$ cat src/rtl/core/lcyt_mul.sv
// ----------------------------------------------------------------------------
// lcyt_mul
// Shared 32x32 unsigned multiplier with a registered product.
// ----------------------------------------------------------------------------
module lcyt_mul (
  input  logic        clk,
  input  logic [31:0] a,
  input  logic [31:0] b,
  output logic [63:0] p
);
  always_ff @(posedge clk) begin
    p <= 64'(a) * 64'(b);
  end
endmodule

$ cat config.mk
export PLATFORM = sky130hd
export DESIGN_NAME = lcyt_mul
export DESIGN_NICKNAME = d
export VERILOG_FILES = /design/src/rtl/core/lcyt_mul.sv
export SDC_FILE = /design/constraint.sdc
export NUM_CORES = 2
export LEC_CHECK = 0
export BUFFER_PORTS_ARGS = -buffer_cell sky130_fd_sc_hd__buf_2
export CORE_ASPECT_RATIO = 2
export CORE_MARGIN = 5
export CORE_UTILIZATION = 50
export DETAILED_ROUTE_END_ITERATION = 12
export PLACE_DENSITY_LB_ADDON = 0.05
export REMOVE_ABC_BUFFERS = 1
export SYNTH_ARGS = -nofsm -noshare
export SYNTH_HDL_FRONTEND = slang
export SYNTH_SLANG_ARGS = --single-unit
export TNS_END_PERCENT = 100
$ cat constraint.sdc
create_clock -name clk -period 9.9 [get_ports clk]
set_input_delay 2.475 -clock clk [delete_from_list [all_inputs] [get_ports clk]]
set_output_delay 2.475 -clock clk [all_outputs]
set_load 0.005 [all_outputs]
## Word level (Yosys, flattened, before mapping)

Index checks and enable logic that the tools add are counted.

| word-level totals | value |
|---|---|
| flip-flop bits (word level) | 64 |
| latch bits | 0 |
| RAM bits | 0 |
| memory bits (read-only) | 0 |
| input bits | 65 |
| memories | 0 |

| cells by class | value |
|---|---|
| add/subtract/negate cells | 0 |
| multiply operators | 1 |
| div/mod/pow operators | 0 |
| magnitude comparators | 0 |
| eq/ne operators | 0 |
| shifts and indexed selects | 0 |
| multiplexer cells | 0 |
| bitwise gates (word level) | 0 |
| reductions and logical operators | 0 |

Operators by type and width:

| operator | count |
|---|---|
| $mul A32 B32 Y64 | 1 |

## Longest topological paths before layout

| depth | value |
|---|---|
| depth in word-level cells | 1 |
| mapped depth | 29 |

## Worst setup path after synthesis

Ideal clock, no wire load.

| timing | value |
|---|---|
| kind | input -> register |
| start point | in a[25] |
| end point | reg p[62] |
| arrival time | 9.156 ns |
| path slack | 0.672 ns |
| cell stages on the path | 25 |
| buffers on the path | 2 |
| path through | clkbuf_1 -> nand2_1 -> fa_1 -> inv_1 -> fa_1 -> inv_1 -> fa_1 -> inv_1 -> fa_1 -> fa_1 -> fa_1 -> fa_1 -> inv_1 -> fa_1 -> inv_1 -> ha_1 -> buf_2 -> nand4_1 -> or4_1 -> or3_1 -> a31oi_1 -> a31o_2 -> a211oi_1 -> o21ai_1 -> xor2_1 |

| between the ends | value |
|---|---|
| word-level cells in the longest chain between the ends | 1 |

Ends and longest elaborated chain:

| element | line | source |
|---|---|---|
| start, declared | 7 | `input logic [31:0] a,` |
| $mul A32 B32 Y64 | 12 | `p <= 64'(a) * 64'(b);` |
| end signal, assigned | 12 |  |
| end, declared | 9 | `output logic [63:0] p` |

No other way between the ends.

## Worst setup path in the final report

| timing | value |
|---|---|
| start point | in b[5] |
| end point | reg p[63] |

| between the ends | value |
|---|---|
| word-level cells in the longest chain between the ends | 1 |

Ends and longest elaborated chain:

| element | line | source |
|---|---|---|
| start, declared | 8 | `input logic [31:0] b,` |
| $mul A32 B32 Y64 | 12 |  |

No other way between the ends.

==> flow_summary.json <==
{
  "via_count": 25971,
  "synth_sequential_area_ratio": 0.03695,
  "run_status": "completed",
  "drt_iter0_drc": 1124,
  "syn_inst": 3748,
  "arrival_ns": 9.95,
  "synthTopCellsByCount": "fa_1, inv_1, and2_1",
  "preCtsSetupSlack_ns": -0.2310,
  "clkTransAtPathRegs_ns": 0.06,
  "ys.flop_type": "dfxtp_1",
  "worstPathRequired_ns": 10.19,
  "cpMostUsedCell": "fa_1",
  "crit_type": "in2reg",
  "fmax_mhz": 103.4,
  "hold_path.class": "in2reg",
  "drtAntennaViolNets": 0,
  "dieArea_um2": 75040,
  "synth_edf_count": 0,
  "antenna_found_initial": 2,
  "max-slew-margin-rel": 0.5062,
  "gr-usage-all-layers": 0.3207,
  "synth_seq_cells": 64,
  "ys_top_cells_by_area": "fa_1, and2_1, ha_1, inv_1, nand2_1",
  "viasPerCell": 5.461,
  "start_util": 0.5044,
  "drcViolationCount": 0,
  "critPathLaunchType": "input port",
  "ctsResizeCount": 0,
  "cts_buffer_depth": 2,
  "drive_gt1_frac": 0.09044,
  "cts-root-buf": "clkbuf_16",
  "cts_setup_buffers": 0,
  "drv_cap": 0,
  "core_um2": 68750,
  "grt_pass1_vias": 30441,
  "finalNetCount": 5078,
  "grt_pass1_wl_um": 177500,
  "cts_buffers": 9,
  "fin_crit_ns": 9.668,
  "crit_path_end_kind": "register",
  "synth.most_common_cell": "fa_1",
  "rsz0062_at_grt": "false",
  "dp_hpwl_um": 102600,
  "async_reset_ff_frac": 0,
  "slew_viol_final": 0,
  "fin_crit_sh": 0.9765,
  "regMostFlops": "p",
  "synth_area_leader_cell": "fa_1",
  "diodes": 0,
  "io_buffers": 128,
  "wl_per_cell_um": 24.76,
  "cts_max_level": 3,
  "top_regs": "p (64)",
  "cts.sinks": 64,
  "grt_start_max_net_pins": 28,
  "synth_cell_type_count": 57,
  "tritoncts": "done",
  "fp.dieW_um": 196.2,
  "setup_slack_ns": 0.2324,
  "gp_congestion": 0.9610,
  "finalSetupTns_ns": 0,
  "worstPathMaxFanout": 26,
  "largest_register_ffs": 64,
  "io_pins": 129,
  "die_h_um": 382.4,
  "drt_first_pass_iters": 5,
  "ys_warn_count": 0,
  "max_stage_delay_ns": 0.57,
  "yosysTopAreaCellShare": 0.5173,
  "timing.hold.ws_ns": 2.909,
  "postCtsHoldBufs": 0,
  "synth_area_um2": 34680,
  "wl_um": 117800,
  "hold_viol_final": 0,
  "syn2layout_area_growth_pct": 8.191,
  "avgSynthCellArea_um2": 9.252,
  "rows": 136,
  "slowest_stage": "fa_1",
  "tightest_slew_ns": 0.7408,
  "setup_violations": 0,
  "grt_overflow": 0
}
==> worst max-delay path: cells and delay by family <==
kind / cells / cell delay (ns)
compound gates: 7 / 1.72
fa+ha+maj: 9 / 4.33
simple gates: 3 / 0.65
buf+inv: 6 / 0.74
==> cell type report <==
| cell class | instances | area, um2 |
|---|---|---|
| well taps | 897 | 1122 |
| clock inverters | 6 | 116.4 |
| repair buffers | 315 | 2182 |
| fillers | 6508 | 31230 |
| multi-input cells | 2599 | 29330 |
| clock buffers | 10 | 239.0 |
| inverters | 865 | 3247 |
| flip-flops and latches | 64 | 1281 |
==> cell usage in the layout (no fill, tap or decap), types with 4 or more instances in the layout <==
| cell type | netlist | final |
|---|---|---|
| a21o_1 | 40 | 40 |
| clkbuf_4 | 0 | 10 |
| o21bai_1 | 10 | 10 |
| fa_1 | 896 | 896 |
| nand2_1 | 480 | 480 |
| clkbuf_16 | 0 | 9 |
| a21oi_1 | 63 | 63 |
| buf_2 | 6 | 118 |
| and2_1 | 602 | 602 |
| o21a_1 | 9 | 9 |
| xnor2_1 | 35 | 35 |
| buf_12 | 0 | 9 |
| a221o_1 | 4 | 4 |
| o21ai_1 | 5 | 5 |
| o21ai_0 | 21 | 21 |
| nor2_1 | 20 | 20 |
| inv_1 | 865 | 865 |
| nor3_1 | 7 | 7 |
| xor2_1 | 25 | 25 |
| buf_4 | 0 | 178 |
| dfxtp_1 | 64 | 64 |
| a31oi_1 | 12 | 11 |
| and3_1 | 14 | 14 |
| nand3_1 | 10 | 10 |
| ha_1 | 263 | 263 |
| nand4_1 | 23 | 23 |
==> routing by layer <==
metal / up-vias / global-route usage / share of wire
met2: 824 / 0.6235 / 0.57
met4: 0 / 0.2915 / 0.12
li1: 11057 / - / -
met3: 437 / 0.02827 / 0.030
met5: - / 0 / 0
met1: 13653 / 0.2806 / 0.28
==> cell families after synthesis <==
family | synth area share
xor+xnor | 0.01515
mux | 0.0002887
fa+ha+maj | 0.6122
compound gates | 0.04153
buf+inv | 0.1177
simple gates | 0.1762
flops | 0.03695
==> metrics by stage <==
stage                     cells  cell area (um2)  utilization
after CTS                  4756            37480       0.5452
final                      4756            37520       0.5457
after global routing       4756            37520       0.5457
after detailed placement   4740            37120       0.5400
after floorplan            3528            33840            -
after global placement     4740            37120       0.5400
==> path summary, 6_finish.rpt <==
kind	startpoint	to	slack [ns]	cells past startpoint
worst min-delay path	b[0]	p[0]	2.91	3
worst max-delay path	b[5]	p[63]	0.23	25
Power is left out: the tool's default activity adds up to more than one toggle a clock period on the data nets, which glitch-free logic cannot reach.
