$ cat config.mk
export PLATFORM = sky130hd
export DESIGN_NAME = lcyt_sqrt
export DESIGN_NICKNAME = d
export VERILOG_FILES = /design/src/rtl/core/lcyt_sqrt.sv
export SDC_FILE = /design/constraint.sdc
export NUM_CORES = 1
export LEC_CHECK = 0
export ABC_CLOCK_PERIOD_IN_PS = 3650
export BUFFER_PORTS_ARGS = -buffer_cell sky130_fd_sc_hd__buf_2
export CAP_MARGIN = 20
export CORE_MARGIN = 1
export CORE_UTILIZATION = 35
export DETAILED_ROUTE_END_ITERATION = 10
export PLACE_DENSITY_LB_ADDON = 0.1
export SLEW_MARGIN = 20
export SYNTH_ARGS = -nofsm -noshare
export SYNTH_HDL_FRONTEND = slang
export SYNTH_SLANG_ARGS = --single-unit
export TNS_END_PERCENT = 10
$ cat constraint.sdc
create_clock -name clk -period 3.65 [get_ports clk]
set_clock_uncertainty 0.15 [all_clocks]
set_input_delay 0.73 -clock clk [delete_from_list [all_inputs] [get_ports clk]]
set_output_delay 0.73 -clock clk [all_outputs]
set_load 0.02 [all_outputs]
$ cat src/rtl/core/lcyt_sqrt.sv
// ----------------------------------------------------------------------------
// lcyt_sqrt
// Floor square root of a 66-bit value, one result bit per cycle.
// ----------------------------------------------------------------------------
module lcyt_sqrt (
  input  logic        clk,
  input  logic        rst,
  input  logic        start,
  input  logic [65:0] op,
  output logic [32:0] root,
  output logic        done
);
  logic [65:0] opnd;
  logic [35:0] rem;
  logic [5:0]  cnt;
  logic        busy;
  logic [35:0] rem_sh;
  logic [35:0] trial;
  logic        take;

  always_comb begin
    rem_sh = {rem[33:0], opnd[65:64]};
    trial  = {1'b0, root, 2'b01};
    take   = rem_sh >= trial;
  end

  always_ff @(posedge clk) begin
    if (rst) begin
      busy <= 1'b0;
      done <= 1'b0;
    end else begin
      done <= 1'b0;
      if (start) begin
        busy <= 1'b1;
      end else if (busy && cnt == 6'd32) begin
        busy <= 1'b0;
        done <= 1'b1;
      end
    end
  end

  always_ff @(posedge clk) begin
    if (start) begin
      opnd <= op;
      rem  <= '0;
      root <= '0;
      cnt  <= '0;
    end else if (busy) begin
      opnd <= {opnd[63:0], 2'b00};
      cnt  <= cnt + 6'd1;
      if (take) begin
        rem  <= rem_sh - trial;
        root <= {root[31:0], 1'b1};
      end else begin
        rem  <= rem_sh;
        root <= {root[31:0], 1'b0};
      end
    end
  end
endmodule

# Yosys cells after proc, flatten, opt, wreduce, memory -nomap -nowiden
# Index checks and enable logic that the tools add are counted.
[classes]
n_addsub = 2
n_mul = 0
div = 0
order_cmp = 1
eq_ne = 1
n_shift = 0
muxes = 7
n_bitwise = 0
n_reduce_logical = 4
[ops]
columns = ["cell", "count"]
rows = [
  ["$mux W66", 2],
  ["$ge A36 B35 Y1", 1],
  ["$mux W34", 1],
  ["$sub A34 B34 Y34", 1],
  ["$add A6 B1 Y6 const B", 1],
  ["$eq A6 B6 Y1 const B", 1],
  ["$mux W1", 4],
  ["$reduce_bool A2 Y1", 2],
  ["$reduce_or A2 Y1", 1],
  ["$logic_and A1 B1 Y1", 1],
]
[word_totals]
reg_bits = 141
latchBits = 0
ram_bits = 0
mem_bits_ro = 0
input_bits = 69
output_inout_bits = 34
wordCells = 21
mem_count = 0

# Logic depth before layout (Yosys ltp)
# Gate-level depths: netlist of the first run.
[depth]
word_depth = 4
depth_mapped = 13
depth_no_buf = 10

# Least setup slack after synthesis of the first run
# No wires, ideal clock.
[synth_path]
path_kind = "input -> register"
from = "input port start"
to = "register opnd[0], enable pin"
setup_time_ns = 0.420
arrival_time_ns = 2.740
t_required_ns = 3.080
setup_slack_ns = 0.341
stages = 4
path_buffers = 2
path_cell_list = "clkbuf_1 clkbuf_1 nor2_1 inv_1"
[synth_via]
elab_chain_len = 1
[synth_rtl]
columns = ["item", "line_no", "rtl"]
rows = [
  ["start, declared", "8", "input logic start,"],
  ["$reduce_bool A2 Y1 (no line)", "-", ""],
  ["end signal, assigned", "44", "opnd <= op;"],
  ["end signal, assigned", "49", "opnd <= {opnd[63:0], 2'b00};"],
  ["end, declared", "13", "logic [65:0] opnd;"],
]
# No other way between the ends.
# A chain may end at the register's enable or synchronous reset.

# Worst setup path after layout of the first run
[layout_path]
from = "register root[21]"
to = "register rem[22]"
[layout_via]
elab_chain_len = 2
[layout_rtl]
columns = ["item", "line_no", "rtl"]
rows = [
  ["start, declared", "10", "output logic [32:0] root,"],
  ["start signal, assigned", "53", "root <= {root[31:0], 1'b1};"],
  ["start signal, assigned", "56", "root <= {root[31:0], 1'b0};"],
  ["$ge A36 B35 Y1", "24", "take = rem_sh >= trial;"],
  ["$mux W34", "51", "if (take) begin"],
  ["end signal, assigned", "52", "rem <= rem_sh - trial;"],
  ["end signal, assigned", "55", "rem <= rem_sh;"],
  ["end, declared", "14", "logic [35:0] rem;"],
]
# No other way between the ends.

==> results.md, run 1 <==
* Outcome: complete, but fails checks
* Violated checks: design-rule violations
* Starting utilization of the core area at 0.359
* Syn. warnings at 0
* Number of I/O port buffers at around 100
* Setup repair after global routing missed its margin: false
* Worst reg2reg endpoint: rem[22]
* Final cycle utilization of the critical path at 0.880
* Maximum achievable frequency at slightly above 300 MHz
* Share of synthesized area occupied by flip-flops and latches at 0.442
* Final-report hold violation count at 0
* Quantity of hold-fixing buffers added after cts at 0
* Final Instance Count excl. Fillers at 1145
* Area of the die at around 23000 um2
* Worst setup path category: register to register
* Core ar. at 22000 um2
* Starting DRC count in detailed routing at ~410
* Post-CTS clock slew at the launch and capture registers of the worst setup and hold paths at roughly 0.07 ns
* Antenna Violating Nets Remaining at 0
* CP Capture Type: register
* Worst-margin pin slew at about 0.79 ns
* Worst-Skew Late Latency at 0.43 ns
* Worst hold path type: register to register
* Number of nets in the layout at 958
* Net Count, Synth at approximately 870
* Remaining design rule violation count at 10
* Via count at a little under 6000
* Predominant post-synthesis flop cell: dfxtp_1
* # resized after CTS at 0
* Cell Count Post-Placement at 1113
* Deepest level of the CTS H-tree at 4
* Top Ports at 103
* Destination of the worst hold path: rem[0]
* Number of standard-cell rows in the floorplan at 54
* Avg Synthesized Cell Area at ~10 um2
* Met2 WL post-DR at roughly 8600 um
* Total power density per cell area at 756 nW/um2
* Sinks on Clock Net at ~140
* Setup bufs post-CTS at 0
* Wirelength, routed at 17900 um
* Detail Placement HPWL at 12600 um
* Synthesized cell area at roughly 7900 um2
* Final TNS setup at 0 ns
* Final max-slew violation count at 0
* Routed length per instance at 15.7 um
* Metal-1 WL at 8600 um
* Area growth from synthesis to layout at 17.2%
* Number of maximum-capacitance constraint violations at 0
* Switching Power at 2.82 mW
* Cell at the slowest stage of the critical path: ha_1
* Max stage delay on crit path at ~0.43 ns
* Slew Limit Headroom at 0.469
* CTS Root Buffer Type: clkbuf_16
* Horiz. Die Dim at approximately 150 um
* Number of global-route vias before repair at between 5000 and 6000
* Global route overflow at 0
* Ant diodes at 0
* Async SR Flop Fraction at 0
* Share of total power in combinational logic at 0.461
* Register share of total power at 0.286
* Internal power at 4.16 mW
* Sw Share at 0.403
* Met3 Wirelength at 579 um
* Signal arrival time at the worst endpoint at 3.40 ns
* Number of antenna violations at the first check in global routing at 0
* Count of unique library cells instantiated by Yosys at 68
* Clock tree from TritonCTS: yes
* Die Height at around 150 um
* Number of cells on the worst hold path at 2
* Crit path required time at 3.84 ns
* First-pass detailed-route iteration total at 8
* Number of register bits inferred by synthesis at about 140
* Highest-count cells in the layout ignoring fill and taps: buf_2 (101), nor2_1 (77), nand2_1 (74), dfxtp_1 (74), edfxtp_1 (66)
* Minimum period implied by the final worst setup slack at 3.21 ns
* Top Metal Used: met4
* FILL cells at 2122
* Gpl congestion at 0.894
* Max rail drop VDD at 547 uV
* Share of the core filled with cells in the final layout at 0.420
* Cells taking the most area after synthesis: edfxtp_1 (25%), dfxtp_1 (19%), mux2_2 (9.2%)
* Most frequent standard cell in the layout excluding fill and tap cells: buf_2
* Mapped Cells at between 700 and 800
* Largest net degree at the start of global routing at 88
* Cell taking the most area after synthesis: edfxtp_1
* Number of vias per cell at between 5 and 6
* All-Layer GR Usage at 0.160
* Maximum clock insertion buffer count at 2
* Top-area cell type share of the netlist area at 0.252
* Num CTS Buffers at 17
* Fraction of power consumed by the clock network at 0.253
* Worst setup slack for register-to-register paths at 0.44 ns
* Layout cell share with drive strength beyond 1 at 0.283
* Static power due to leakage at 3.79 nW
* Worst flop-to-flop path startpoint: root[21]
* Wire length of the first global-routing pass at 29900 um
* Cell depth of the worst flop-to-flop path at 11
* Multi-input gate area in the final layout at 4030 um2
* FF+latch area at 3490 um2
* Start point of the worst hold path: rem[0]
* Number of enable flip-flop cells after synthesis at 66
* CP Launch Type: register
* Worst-path fanout max at 10
* Setup-violating endpoint count in the final report at 0
* Worst-path cell chain: inv_1 -> ha_1 -> nand2_1 -> o21ai_0 -> a221oi_1 -> o31ai_2 -> and4_1 -> or3_1 -> buf_4 -> nand3_1 -> a311oi_2
==> power groups by stage <==
| stage | logic (mW) | registers (mW) | clock network [mW] |
|---|---|---|---|
| global route | 3.57 | 2.02 | 1.88 |
| CTS | 3.22 | 2.00 | 1.82 |
| detailed placement | 3.20 | 2.03 | 0 |
| finish | 3.22 | 2.00 | 1.77 |
| floorplan | 2.66 | 1.98 | 0 |
| global placement | 3.17 | 2.03 | 0 |
==> worst max-delay path, delay by kind of cell (launching register included) <==
kind | cells | cell delay, ns
flip-flops | 1 | 0.37
AND/OR/NAND/NOR | 4 | 0.88
adder cells (fa/ha/maj) | 1 | 0.43
AO/OA/AOI/OAI | 4 | 0.99
buffers and inverters | 2 | 0.31
==> flip-flops by register name, summed over array words and instances (netlist names) <==
register	flops
busy	1
done	1
root	33
rem	34
opnd	66
cnt	6
==> how the worst max path moves through the flow <==
stage,start,to,depth (start not counted)
CTS,root[21],rem[22],11
detailed placement,root[21],rem[28],11
floorplan,start,opnd[0],4
global route,root[23],rem[28],11
global placement,root[24],rem[23],11
finish,root[21],rem[22],11
==> stage by stage <==
stage / total power, mW / hold WS, ns / worst slack [ns] / instance area [um2]
5_1_grt: 7.47 / 0.344 / 0.148 / 9230
3_5_place_dp: 5.23 / 0.314 / 0.430 / 8640
3_3_place_gp: 5.20 / 0.311 / 0.504 / 8640
4_1_cts: 7.04 / 0.323 / 0.407 / 9230
6_report: 6.98 / 0.322 / 0.438 / 9230
2_1_floorplan: 4.64 / 0.287 / 0.341 / 7880
==> logic make-up (layout without fill, tap and decap cells) <==
family	count (synthesis)	count (layout)	synth area share
mux	101	101	0.139
simple gates	217	217	0.126
flops	141	141	0.442
fa+ha+maj	37	37	0.0588
buf+inv	84	188	0.0466
xor+xnor	23	23	0.0256
compound gates	158	158	0.162
==> routing by layer <==
metal	vias up	track usage
met5	-	0
met4	0	0.0554
met3	14	0.0271
met2	92	0.267
met1	2822	0.209
li1	2958	-
==> Yosys cell counts (all sizes together), types with 2 or more instances <==
| library cell | n |
|---|---|
| o31ai | 4 |
| a211oi | 5 |
| nand3 | 15 |
| a32oi | 5 |
| a22o | 2 |
| nor2 | 77 |
| nor2b | 4 |
| clkbuf | 22 |
| and2 | 5 |
| and4 | 2 |
| ha | 37 |
| xnor2 | 10 |
| nand2 | 74 |
| edfxtp | 66 |
| a31oi | 5 |
| a21oi | 34 |
| or3 | 10 |
| dfxtp | 75 |
| nor4 | 2 |
| a2111oi | 2 |
| a311oi | 24 |
| o21a | 4 |
| buf | 18 |
| mux2i | 37 |
| nor3 | 8 |
| inv | 44 |
| a21o | 23 |
| xor2 | 13 |
| o31a | 2 |
| o21bai | 4 |
| or3b | 2 |
| o21ai | 27 |
| nand4 | 11 |
| o211a | 2 |
| a211o | 3 |
| o311ai | 2 |
| and3 | 2 |
| mux2 | 64 |
==> layout make-up <==
class / instances / share of cell area
sequential: 141 / 0.378
clock buffer: 17 / 0.0461
multi-input combinational: 536 / 0.436
timing repair buffer: 112 / 0.0664
inverter: 44 / 0.0179
clock inverter: 15 / 0.0179
tap: 280 / 0.0380
(Power assumes the default switching activity.)
==> inputs of run 2 (changes only) <==
--- a/config.mk
+++ b/config.mk
@@ -9,5 +9,5 @@
 export BUFFER_PORTS_ARGS = -buffer_cell sky130_fd_sc_hd__buf_2
 export CAP_MARGIN = 20
-export CORE_MARGIN = 1
+export CORE_MARGIN = 3
 export CORE_UTILIZATION = 35
 export DETAILED_ROUTE_END_ITERATION = 10
--- a/constraint.sdc
+++ b/constraint.sdc
@@ -3,3 +3,3 @@
 set_input_delay 0.73 -clock clk [delete_from_list [all_inputs] [get_ports clk]]
 set_output_delay 0.73 -clock clk [all_outputs]
-set_load 0.02 [all_outputs]
+set_load 0.005 [all_outputs]
==> results.md, run 2 (synthesis results as in run 1) <==
* Worst-margin pin slew at 0.659 ns (-0.135 ns)
* Number of standard-cell rows in the floorplan at 54 (unchanged)
* Final Instance Count excl. Fillers at 1146 (+0.087%)
* # resized after CTS at 0 (unchanged)
* Max rail drop VDD at 446 uV (-18%)
* Worst setup path category: register to register
* Static power due to leakage at 3.80 nW (+0.42%)
* Cell depth of the worst flop-to-flop path at 11 (unchanged)
* Worst-Skew Late Latency at 0.43 ns (about the same)
* Maximum achievable frequency at 313 MHz (+0.45%)
* Die Height at 156 um (+2.6%)
* Slew Limit Headroom at 0.560 (+0.0919)
* Num CTS Buffers at 17 (unchanged)
* Global route overflow at 0 (unchanged)
* Antenna Violating Nets Remaining at 0 (unchanged)
* Remaining design rule violation count at 0 (-10)
* Core ar. at 22000 um2 (unchanged)
* Number of vias per cell at 5.19 (+1.0%)
* Top Ports at 103 (unchanged)
* Post-route setup slack at 0.452 ns (+0.0145 ns)
* Maximum clock insertion buffer count at 2 (unchanged)
* Starting DRC count in detailed routing at 344 (-15%)
* Final TNS setup at 0 ns (unchanged)
* First-pass detailed-route iteration total at 5 (-3)
* Setup bufs post-CTS at 0 (unchanged)
* Worst-path fanout max at 26 (+16)
* Via count at 5952 (+1.1%)
* Wire length of the first global-routing pass at 29900 um (about the same)
* Number of I/O port buffers at 102 (unchanged)
* Total power density per cell area at 765 nW/um2 (+1.1%)
* Final-report hold violation count at 0 (unchanged)
* Highest-count cells in the layout ignoring fill and taps: buf_2 (101), nor2_1 (77), nand2_1 (74), dfxtp_1 (74), edfxtp_1 (66)
* Setup-violating endpoint count in the final report at 0 (unchanged)
* Number of cells on the worst hold path at 2 (unchanged)
* Gpl congestion at 0.894 (about the same)
* Clock tree from TritonCTS: yes
* Quantity of hold-fixing buffers added after cts at 0 (unchanged)
* CP Capture Type: register
* Final cycle utilization of the critical path at 0.876 (-0.00396)
* Signal arrival time at the worst endpoint at 3.39 ns (about the same)
* Final max-slew violation count at 0 (unchanged)
* Number of global-route vias before repair at 5804 (-2.5%)
* Sinks on Clock Net at 141 (unchanged)
* Layout cell share with drive strength beyond 1 at 0.284 (+0.000828)
* Deepest level of the CTS H-tree at 4 (unchanged)
* Routed length per instance at 16.0 um (+2.0%)
* Number of maximum-capacitance constraint violations at 0 (unchanged)
* Worst hold path type: register to register
* Largest net degree at the start of global routing at 67 (-24%)
* CP Launch Type: register
* Number of nets in the layout at 959 (+0.10%)
* Minimum period implied by the final worst setup slack at 3.20 ns (-0.0145 ns)
* Detail Placement HPWL at 12800 um (+2.1%)
* Post-layout power at 7.09 mW (+1.5%)
* Area growth from synthesis to layout at 17.7%
* Horiz. Die Dim at 156 um (+2.6%)
* All-Layer GR Usage at 0.152 (-0.00794)
* Crit path required time at 3.84 ns (about the same)
* Area of the die at 24300 um2 (+5.3%)
* Starting utilization of the core area at 0.359 (unchanged)
* Setup slack after placement at 0.468 ns (+0.0377 ns)
* Setup repair after global routing missed its margin: false
* Post-CTS clock slew at the launch and capture registers of the worst setup and hold paths at 0.07 ns (about the same)
* Wirelength, routed at 18300 um (+2.1%)
* Cell Count Post-Placement at 1114 (+0.090%)
* Outcome: complete, no violations
* Share of the core filled with cells in the final layout at 0.422 (+0.00171)
* Registers with the most flip-flops: opnd x66, rem x34, root x33
* CTS Root Buffer Type: clkbuf_16
* Ant diodes at 0 (unchanged)
* Largest Register: opnd
* Number of antenna violations at the first check in global routing at 0 (unchanged)
* Most frequent standard cell in the layout excluding fill and tap cells: buf_2
* Flip-flop count of the largest register, all copies and words added at 66 (unchanged)
run 2: cell types whose count changed in the layout (fill, tap and decap cells not counted), sizes merged:
cell | before | now
inv | 55 | 52
buf | 112 | 113
clkinv | 1 | 4
run 2: final timing paths:
| kind | end | startpoint | slack (ns) |
|---|---|---|---|
| setup / recovery | rem[30] | root[21] | 0.45 |
| hold / removal | rem[0] | rem[0] | 0.32 |
| setup reg to reg | rem[30] | root[21] | 0.45 |
| hold reg to reg | rem[0] | rem[0] | 0.32 |
run 2: report_power, final:
part	total (mW)	internal, mW	switching, mW
combinational	3.27	1.33	1.93
sequential	2.00	1.87	0.131
clock	1.82	0.992	0.830
total	7.09	4.19	2.90
run 2: metrics by stage:
step / hold WS [ns] / area, um2
2_1_floorplan: 0.287 / 7880
3_5_place_dp: 0.315 / 8650
4_1_cts: 0.321 / 9270
3_3_place_gp: 0.312 / 8650
5_1_grt: 0.332 / 9270
6_report: 0.321 / 9270
run 2: final cells by class:
| class | count | area [um2] |
|---|---|---|
| fillers | 2153 | 12700 |
| multi-input cells | 536 | 4030 |
| flip-flops and latches | 141 | 3490 |
| repair buffers | 113 | 621 |
| clock buffers | 17 | 425 |
| well taps | 280 | 350 |
| clock inverters | 15 | 195 |
| inverters | 44 | 165 |
run 2: per-layer routing:
metal  up-vias  track usage  part of all wire
met4         0       0.0601             0.021
li1       2961            -                 -
met2       123        0.241              0.47
met3        26       0.0280             0.037
met5         -            0                 0
met1      2842        0.206              0.47
run 2: critical path: stages, from the launching register on:
cell,delay (ns)
dfxtp_1,0.37
inv_1,0.07
ha_1,0.45
nand2_1,0.19
o21ai_0,0.34
a221oi_1,0.16
o31ai_2,0.27
and4_1,0.30
or3_1,0.17
buf_12,0.19
nand2_1,0.15
o32ai_1,0.30
