===== config.mk =====
export PLATFORM = sky130hd
export DESIGN_NAME = lcyt_cordic
export DESIGN_NICKNAME = d
export VERILOG_FILES = /design/src/rtl/core/lcyt_pkg.sv /design/src/rtl/core/lcyt_cordic.sv
export SDC_FILE = /design/constraint.sdc
export NUM_CORES = 1
export LEC_CHECK = 0
export ABC_AREA = 1
export BUFFER_PORTS_ARGS = -buffer_cell sky130_fd_sc_hd__buf_2
export CAP_MARGIN = 40
export CORE_ASPECT_RATIO = 1.1
export CORE_MARGIN = 2
export CORE_UTILIZATION = 50
export CTS_CLUSTER_DIAMETER = 120
export DETAILED_ROUTE_END_ITERATION = 10
export PLACE_DENSITY = 0.73
export RECOVER_POWER = 100
export SETUP_SLACK_MARGIN = 0.15
export SLEW_MARGIN = 0
export SYNTH_ARGS = -nofsm -noshare
export SYNTH_HDL_FRONTEND = slang
export SYNTH_SLANG_ARGS = --single-unit
export TNS_END_PERCENT = 5

===== constraint.sdc =====
create_clock -name clk -period 5.6 [get_ports clk]
set_input_delay 0.56 -clock clk [delete_from_list [all_inputs] [get_ports clk]]
set_output_delay 0.56 -clock clk [all_outputs]
set_load 0.02 [all_outputs]

===== src/rtl/core/lcyt_pkg.sv =====
// ----------------------------------------------------------------------------
// lcyt_pkg
// Types, constants and helpers shared by the yaw tracker modules.
// ----------------------------------------------------------------------------
package lcyt_pkg;

  typedef struct packed {
    logic        [31:0] time_ms;
    logic signed [31:0] target_x;
    logic signed [31:0] target_y;
    logic signed [31:0] follower_x;
    logic signed [31:0] follower_y;
  } in_t;

  typedef struct packed {
    logic signed [15:0] turn_rate;
    logic        [31:0] travelled_distance;
    logic               degenerate;
  } out_t;

  typedef enum logic [4:0] {
    ST_IDLE, ST_CHECK, ST_MAG, ST_HALF,
    ST_T_SQ1, ST_T_SQ2, ST_T_SUM, ST_T_ROOT,
    ST_A_SQ1, ST_A_SQ2, ST_A_SUM, ST_A_ROOT,
    ST_B_SQ1, ST_B_SQ2, ST_B_SUM, ST_B_ROOT,
    ST_N_P1, ST_N_P2, ST_N_P3, ST_N_COMB, ST_N_DEC,
    ST_DIV_WAIT, ST_SINE_MUL, ST_SINE_SUB, ST_SINE_ROOT,
    ST_CORD_WAIT, ST_POST, ST_FINISH
  } state_t;

  localparam logic [2:0]  REG_UPDATE_PERIOD   = 3'd0;
  localparam logic [15:0] UPDATE_PERIOD_RESET = 16'd1000;
  localparam logic [30:0] RATIO_ONE           = 31'h4000_0000;
  localparam logic [65:0] RATIO_ONE_SQ        = 66'h1_0000_0000_0000_000;
  localparam logic [31:0] PI_Q30              = 32'd3373259426;
  localparam logic [15:0] YAW_MAX             = 16'd25736;
  localparam logic [31:0] HALF_LIMIT          = 32'h8000_0000;

  localparam logic [29:0] ATAN_Q30 [32] = '{
    30'd843314857, 30'd497837829, 30'd263043837, 30'd133525159, 30'd67021687,
    30'd33543516, 30'd16775851, 30'd8388437, 30'd4194283, 30'd2097149,
    30'd1048576, 30'd524288, 30'd262144, 30'd131072, 30'd65536, 30'd32768,
    30'd16384, 30'd8192, 30'd4096, 30'd2048, 30'd1024, 30'd512, 30'd256,
    30'd128, 30'd64, 30'd32, 30'd16, 30'd8, 30'd4, 30'd2, 30'd1, 30'd0
  };

  // Magnitude of a 33-bit signed difference; it always fits in 32 bits.
  function automatic logic [31:0] mag33(input logic signed [32:0] d);
    logic [32:0] n;
    n = -d;
    return d[32] ? n[31:0] : d[31:0];
  endfunction

endpackage


===== src/rtl/core/lcyt_cordic.sv =====
// ----------------------------------------------------------------------------
// lcyt_cordic
// Vectoring CORDIC: angle of (x, y) in Q.30, one rotation per cycle.
// ----------------------------------------------------------------------------
module lcyt_cordic #(
  parameter int ITER = 16
) (
  input  logic               clk,
  input  logic               rst,
  input  logic               start,
  input  logic [30:0]        x0,
  input  logic [30:0]        y0,
  output logic signed [33:0] z,
  output logic               done
);
  import lcyt_pkg::*;

  localparam int IW = $clog2(ITER);

  logic signed [33:0] x;
  logic signed [33:0] y;
  logic [IW-1:0]      i;
  logic               busy;
  logic signed [33:0] xs;
  logic signed [33:0] ys;
  logic signed [33:0] at;
  logic               ypos;

  always_comb begin
    xs   = x >>> i;
    ys   = y >>> i;
    at   = 34'(ATAN_Q30[5'(i)]);
    ypos = !y[33] && (y != '0);
  end

  always_ff @(posedge clk) begin
    if (rst) begin
      busy <= 1'b0;
      done <= 1'b0;
    end else begin
      done <= 1'b0;
      if (start) begin
        busy <= 1'b1;
      end else if (busy && i == IW'(ITER - 1)) begin
        busy <= 1'b0;
        done <= 1'b1;
      end
    end
  end

  always_ff @(posedge clk) begin
    if (start) begin
      x <= 34'(x0);
      y <= 34'(y0);
      z <= '0;
      i <= '0;
    end else if (busy) begin
      i <= i + IW'(1);
      if (ypos) begin
        x <= x + ys;
        y <= y - xs;
        z <= z + at;
      end else begin
        x <= x - ys;
        y <= y + xs;
        z <= z - at;
      end
    end
  end
endmodule

Word-level counts from Yosys, hierarchy flattened
Memory sizes are Yosys's and may differ from the RTL's.
Cells that the tools add are included.
Cells by class
  add/subtract/negate cells: 7
  multipliers: 0
  divide/modulo/power cells: 0
  magnitude comparators: 1
  equality and inequality tests: 1
  shift-type cells: 2
  multiplexer cells: 12
  bitwise gates (word level): 1
  reductions and logical operators: 7
Operators by type and width (number)
  31-bit two-way mux: 4
  34-bit two-way mux: 3
  34-bit adder: 2
  34-bit by 4-bit >>> shifter with 34-bit output: 2
  34-bit subtractor: 2
  30-bit two-way mux: 2
  34-bit by 31-bit adder with 34-bit output: 1
  34-bit nonzero test: 1
  34-bit by 31-bit subtractor with 34-bit output: 1
  6-bit >= comparator, second input constant: 1
  4-bit NOT with 6-bit output: 1
  4-bit by 1-bit adder with 4-bit output, second input constant: 1
  4-bit == test, second input constant: 1
  2-bit nonzero test: 2
  1-bit two-way mux: 3
  1-bit logical AND: 2
  2-bit OR reduction: 1
  1-bit zero test: 1
Storage, ports and cells
  bits in registers: 108
  bits in latches: 0
  memory bits (writable): 0
  ROM bits: 960
  bits of input ports: 65
  output and inout port bits: 35
  word-level logic and storage cells: 40
  memories: 1
Memory list
  (name not given): depth 32, bits a word 30, rd ports 1, clocked after memory_dff 0, wr ports 0, RTL line lcyt_cordic.sv:32  | at = 34'(ATAN_Q30[5'(i)]);

Logic depth before layout (Yosys ltp)
Gate-level depths: netlist (run 1).
  depth in word-level cells: 6
  gate-level depth with buffers: 34
  mapped depth without buffers: 32

Worst setup path after synthesis (run 1)
No wires, ideal clock.
  kind: reg2reg
  start: register i[1]
  end: register z[31]
  library setup time: 114 ps
  data arrival time: 4204 ps
  required time: 5486 ps
  slack: 1282 ps
  cell stages (with the launch flop): 28
  path buffers: 3
  clock period less this slack: 4318 ps
  cells stage by stage: dfxtp_1 buf_4 inv_4 buf_6 buf_2 ha_1 inv_1 nor2_1 nand2_1 nand3b_1 inv_1 ha_1 nand4_1 nand3b_4 nor2_4 a21oi_1 xor2_1 ha_1 a21oi_1 o21ai_0 a21oi_1 a21boi_0 o21ai_0 a21oi_1 o21ai_0 or2_2 nand3_1 nand2_1
Between the ends
  cells in the longest elaborated chain, start to end: 6
  elaborated cells between the ends (all ways): 7
  classes of those cells: add/sub (2); mux (3); bitwise (1); memory (1)
Ends and longest elaborated chain
  start, declared: RTL line lcyt_cordic.sv:22  | logic [IW-1:0] i;
  start signal, assigned: RTL line lcyt_cordic.sv:58  | i <= i + IW'(1);
  4-bit NOT with 6-bit output (not written as such) *: RTL line lcyt_cordic.sv:32
  memory read 32 x 30 bit *
  30-bit two-way mux (not written as such) * (2 in series): RTL line lcyt_cordic.sv:32
  34-bit by 31-bit subtractor with 34-bit output or 34-bit by 31-bit adder with 34-bit output (tied branches): RTL line lcyt_cordic.sv:66, lcyt_cordic.sv:62
  34-bit two-way mux *: RTL line lcyt_cordic.sv:59  | if (ypos) begin
  end signal, assigned: RTL line lcyt_cordic.sv:62  | z <= z + at;
  end signal, assigned: RTL line lcyt_cordic.sv:66  | z <= z - at;
  end, declared: RTL line lcyt_cordic.sv:13  | output logic signed [33:0] z,
Every way passes the cells marked *; elsewhere a longest branch is shown, timed or not. The select of a mux whose other input is x is not followed.
A chain may end at the register's enable or synchronous reset.

Worst setup path after layout (run 1)
  start: register i[0]
  end: register y[25], data pin
Between the ends
  cells in the longest elaborated chain, start to end: 5
  elaborated cells between the ends (all ways): 6
  classes of those cells: add/sub (2); shift (1); mux (3)
Ends and longest elaborated chain
  34-bit by 4-bit >>> shifter with 34-bit output *: RTL line lcyt_cordic.sv:30  | xs = x >>> i;
  34-bit adder or 34-bit subtractor (tied branches): RTL line lcyt_cordic.sv:65, lcyt_cordic.sv:61
  34-bit two-way mux *: RTL line lcyt_cordic.sv:59
  31-bit two-way mux *: RTL line lcyt_cordic.sv:57  | end else if (busy) begin
  31-bit two-way mux *: RTL line lcyt_cordic.sv:52  | if (start) begin
  end signal, assigned: RTL line lcyt_cordic.sv:54  | y <= 34'(y0);
  end signal, assigned: RTL line lcyt_cordic.sv:61  | y <= y - xs;
  end signal, assigned: RTL line lcyt_cordic.sv:65  | y <= y + xs;
  end, declared: RTL line lcyt_cordic.sv:21  | logic signed [33:0] y;
Marked as above.

==> metrics.txt, run 1 <==
layout cells sized above 1 0.0857; largest net degree at the start of global routing 63; status finished, violations left; Startpoint Class flip-flop; synthesized area 15900 sq um; top sig layer met4; Die Ht 191 microns; R2R Setup Slk 320 ps; final setup fails 0; setup TNS 0 ps; Initial Util 0.507; Slew Limit Headroom -1.25; Net Sw Power 6.73 mW; Clock transition at path regs 80 ps; CP Class reg -> reg; DRC errors left 0; Vias/cell 5.66; largest family of logic cells by synthesized area simple AND/OR/NAND/NOR gates; Comb pwr share 0.786; register area share after synthesis 0.175; hpwl dp 41600 microns; Synth warnings 0; Detail Route Antenna Nets 0; Worst Hold Path EP busy; Hold Crit Start rst; 1st-iter DRT viols 1703; Hold Crit Depth 2; Post-Synth Simple-Gate Area 0.396; Rows 68; Compound-Gate Fraction of Synth Area 0.175; failing checks capacitance limit, slew limit; Sequential Area 2790 sq um; Post-Synth XOR/XNOR Area 0.0600; wire length per cell 16.8 microns; VDD IR max 337 uV; post-synthesis mux area share 0; vias in the first global route 16400; met2 WL post-DR 24400 microns; Max Fclk 0.189 GHz; Placer Congestion 1.02; hold crit path type in -> reg; clock sinks 108; nets 2870; Post-synth EDFFs 62; Net Count, Synth 2822; Num CTS Buffers 9; Final Hold Vio Count 0; Netlist cell types 64; Top FF cell, synth edfxtp_1; Congestion Overflow GR 0; skew final 14.0 ps; CP Capture Type flip-flop; R2R depth 24; Die Wd 174 microns; first-pass GRT wire length 83500 microns; Finished Layout Cells 3115; Tmin final 5280 ps; Crit. Startpoint i[0]; Yosys reg bits 108; fill cell count 3317; Layout area overhead 6.17%; Reg-to-Reg Start i[0]; Root Driver clkbuf_16; Internal 4.93 mW; placed cell count 3098; Slew Limit Fails 177; Via Count 17600; Mapped Cells 2642; critical path arrival 5360 ps; n_diodes 0; multi-input logic area 11500 sq um; initial antenna violation count 0; area of the core 31400 sq um; overall routing resource usage 0.312; htree depth 3; IO buf count 99; Switching Share 0.577; worst skew pair latency 390 ps; post-synthesis area per instance 6.02 sq um; M1 wire length 22800 microns; Seq pwr share 0.151; drt first pass iters 5; Slew @ Worst Pin 3370 ps; Async S/R FF share, synth 0; die outline area 33300 sq um; commonest non-fill, non-tap cell in the layout nand2_1; Post-Synth Adder-Cell Area 0.0919; Clk pwr share 0.063; I/O pin count 100; number of max-cap violations 4; CTS tree done; Reg-to-Reg End y[25]; DRT Wirelength 52300 microns; wire length on met3 2810 microns; unrepaired setup endpoints after global routing yes; PwrDens 691 nW/um^2; most frequent cells in the layout nand2_1, inv_1, nand3_1; Worst Path Required 5670 ps; Design Power 11.7 mW; Max Fanout on Critical Path 38; clock tree buffer depth 2; crit share post-route 0.944; leakage 8.17 nW
-- metal layers --
| layer | track usage | vias up |
|---|---|---|
| met3 | 0.0320 | 141 |
| met1 | 0.394 | 7996 |
| li1 | - | 8868 |
| met4 | 0.137 | 0 |
| met5 | 0 | - |
| met2 | 0.540 | 626 |
-- kinds of logic (layout without fill, tap and decap cells) --
| kind of cell | count (synthesis) | after routing |
|---|---|---|
| XOR/XNOR | 109 | 109 |
| buffers and inverters | 379 | 432 |
| AO/OA/AOI/OAI | 480 | 480 |
| flip-flops | 108 | 108 |
| adder cells (fa/ha/maj) | 115 | 115 |
| AND/OR/NAND/NOR | 1451 | 1451 |
-- state kept, by name, summed over array words and instances, names as in the netlist --
register,count
busy,1
z,34
x,34
done,1
y,34
i,4
-- timing repair --
item,CTS,global route
endpoints found under the setup margin,0,15
buffers inserted,0,1
hold buffers,0,0
gates resized for setup,0,3
-- synthesized netlist by cell type, types with 9 or more instances --
library cell	n	share of area
nand3_2	9	0.0057
clkbuf_1	30	0.0071
nor3_1	22	0.0069
nand2_2	14	0.0055
or2_2	39	0.015
a21o_1	16	0.0076
a21boi_0	13	0.0061
edfxtp_1	62	0.12
o31ai_1	10	0.0047
xnor2_1	46	0.025
nor2_4	9	0.0064
buf_2	31	0.0098
o21bai_1	13	0.0061
a31oi_1	23	0.0090
buf_6	15	0.011
nand2_1	783	0.18
nor4_1	12	0.0047
inv_1	270	0.064
dfxtp_1	46	0.058
nor2_2	9	0.0035
nand3_1	269	0.085
a21oi_1	156	0.049
xor2_1	63	0.035
ha_1	112	0.088
inv_2	15	0.0035
o21ai_1	37	0.012
nand4_1	21	0.0083
o21ai_2	18	0.0099
o21ai_0	148	0.047
nor2_1	242	0.057
o21a_1	9	0.0042
-- stage by stage --
step,setup WS [ps],area [sq um],hold slack (ps),utilization
3_5_place_dp,241,16600,471,0.530
3_3_place_gp,270,16600,467,0.530
6_report,316,16900,381,0.538
2_1_floorplan,1280,15900,471,-
5_1_grt,13.1,16900,383,0.538
4_1_cts,225,17000,369,0.540
-- power by group through the flow --
stage / Clock [mW] / Combinational (mW) / Sequential, mW
floorplan: 0 / 6.95 / 1.63
detailed placement: 0 / 8.97 / 1.78
global route: 0.771 / 10.4 / 1.79
CTS: 0.746 / 9.05 / 1.76
global placement: 0 / 8.86 / 1.77
finish: 0.733 / 9.17 / 1.76
-- worst max-delay path by stage --
stage | depth (start not counted) | end
2_1_floorplan | 27 | z[31]
6_report | 24 | y[25]
3_3_place_gp | 27 | x[33]
3_5_place_dp | 27 | x[33]
5_1_grt | 27 | x[25]
4_1_cts | 27 | x[33]
-- critical path: stages, from the launching register on --
cell	delay, ps
dfxtp_4	600
inv_4	90
buf_4	280
nand2_1	130
nand3_1	140
nand3_1	160
nand3_1	130
nand2_1	130
ha_1	170
nand2_1	130
nor2_4	150
nand2_1	130
nor2_4	150
a21oi_1	100
xor2_1	190
ha_1	350
nand2_1	170
inv_1	90
a21oi_1	420
a21boi_0	290
nand2_1	160
a21boi_0	330
o21ai_0	180
xnor2_1	170
o21ai_0	100
-- cell type report --
class | instances | share of cell area
multi-input cells | 2155 | 0.681
clock buffers | 10 | 0.0148
repair buffers | 124 | 0.0390
flip-flops and latches | 108 | 0.165
clock inverters | 6 | 0.00393
well taps | 420 | 0.0311
inverters | 292 | 0.0653
(Power assumes the default switching activity.)
==> run 2: changes to the inputs <==
--- a/config.mk
+++ b/config.mk
@@ -8,7 +8,7 @@
 export ABC_AREA = 1
 export BUFFER_PORTS_ARGS = -buffer_cell sky130_fd_sc_hd__buf_2
 export CAP_MARGIN = 40
-export CORE_ASPECT_RATIO = 1.1
+export CORE_ASPECT_RATIO = 0.8
 export CORE_MARGIN = 2
 export CORE_UTILIZATION = 50
 export CTS_CLUSTER_DIAMETER = 120
==> metrics.txt, run 2 (synthesized netlist as in run 1, its figures left out) <==
status finished, violations left; failing checks capacitance limit, slew limit; Tmin final 5100 ps; overall routing resource usage 0.310; hpwl dp 41500 microns; Slew @ Worst Pin 2390 ps; Initial Util 0.507; critical path arrival 5260 ps; cell mode on critical path nand2_1; DRT Wirelength 52600 microns; Worst Path Required 5750 ps; nets 2870; setup TNS 0 ps; hold crit path type in -> reg; Largest regs x (34), y (34), z (34); skew final 14.6 ps; first-pass GRT wire length 82400 microns; pre-CTS setup slack 421 ps; Final Hold Vio Count 0; commonest non-fill, non-tap cell in the layout nand2_1; clock sinks 108; DRC errors left 0; number of max-cap violations 2; leakage 8.15 nW; CP Capture Type flip-flop; I/O pin count 100; 1st-iter DRT viols 1873; Layout area overhead 6.11%; area of the core 31400 sq um; Via Count 17500; worst skew pair latency 400 ps; htree depth 3; wire length per cell 16.9 microns; Die Ht 164 microns; Vias/cell 5.63; Max Fclk 0.196 GHz; hold_ws 368 ps; Slowest-stage cell, CP nor2_4; Slew Limit Fails 71; final setup fails 0; final worst slack 497 ps; unrepaired setup endpoints after global routing yes; Rows 58; max incr delay on CP 370 ps; Num CTS Buffers 9; CTS tree done; CP Class reg -> reg; Congestion Overflow GR 0; crit share post-route 0.911; most frequent cells in the layout nand2_1, inv_1, nand3_1; IO buf count 99; initial antenna violation count 0; Startpoint Class flip-flop; Finished Layout Cells 3115; Die Wd 203 microns; largest net degree at the start of global routing 71; die outline area 33300 sq um; Detail Route Antenna Nets 0; PwrDens 692 nW/um^2; vias in the first global route 15800; clock tree buffer depth 2; Placer Congestion 0.996; Slew Limit Headroom -0.596; Clock transition at path regs 90 ps; layout cells sized above 1 0.0861; Design Power 11.7 mW; Max Fanout on Critical Path 65; Root Driver clkbuf_16; n_diodes 0; placed cell count 3098; VDD IR max 327 uV; drt first pass iters 7
## run 2: cell count changes in the layout (fill, tap and decap cells not counted), moves of 2 or more
cell	before	now
o21ai_1	37	34
clkinv_2	2	0
o21ai_0	148	151
buf_4	15	13
## run 2: worst paths after layout
check	start	endpoint	slack, ps	depth (start not counted)
setup reg to reg	i[1]	x[23]	500	28
setup / recovery	i[1]	x[23]	500	28
hold reg to reg	z[6]	z[6]	500	2
hold / removal	rst	busy	370	2
## run 2: power by group
| part | switching [mW] | internal [mW] | total [mW] |
|---|---|---|---|
| clock | 0.375 | 0.311 | 0.685 |
| combinational | 6.01 | 3.27 | 9.28 |
| sequential | 0.411 | 1.31 | 1.72 |
## run 2: metrics by stage
stage                util  cell area (sq um)
floorplan               -              15900
global placement    0.530              16600
detailed placement  0.532              16700
CTS                 0.541              17000
global route        0.538              16900
finish              0.538              16900
## run 2: final cells by class
type                    instances  area [sq um]
clock buffers                   9           225
clock inverters                 7          56.3
fillers                      3347         14500
inverters                     292          1110
multi-input cells            2155         11500
flip-flops and latches        108          2790
well taps                     420           526
repair buffers                124           673
## run 2: layer usage
metal / GRT usage / wire length [microns] / up-vias
met5: 0 / 0 / -
li1: - / - / 8839
met2: 0.493 / 22700 / 733
met3: 0.0607 / 4620 / 92
met4: 0.0922 / 1470 / 0
met1: 0.425 / 23800 / 7884
## run 2: critical path: cells and delay by family, from the launching register on
family | cells | cell delay [ps]
simple gates | 14 | 1740
xor+xnor | 1 | 210
fa+ha+maj | 2 | 580
compound gates | 5 | 910
flops | 1 | 360
buf+inv | 6 | 1000
## run 2: what timing repair did
action / 4_1_cts / 5_1_grt
endpoints found under the setup margin: 0 / 8
setup buffers: 0 / 1
endpoints found under the hold margin: 0 / 0
hold buffers: 0 / 0
gates resized for setup: 0 / 3
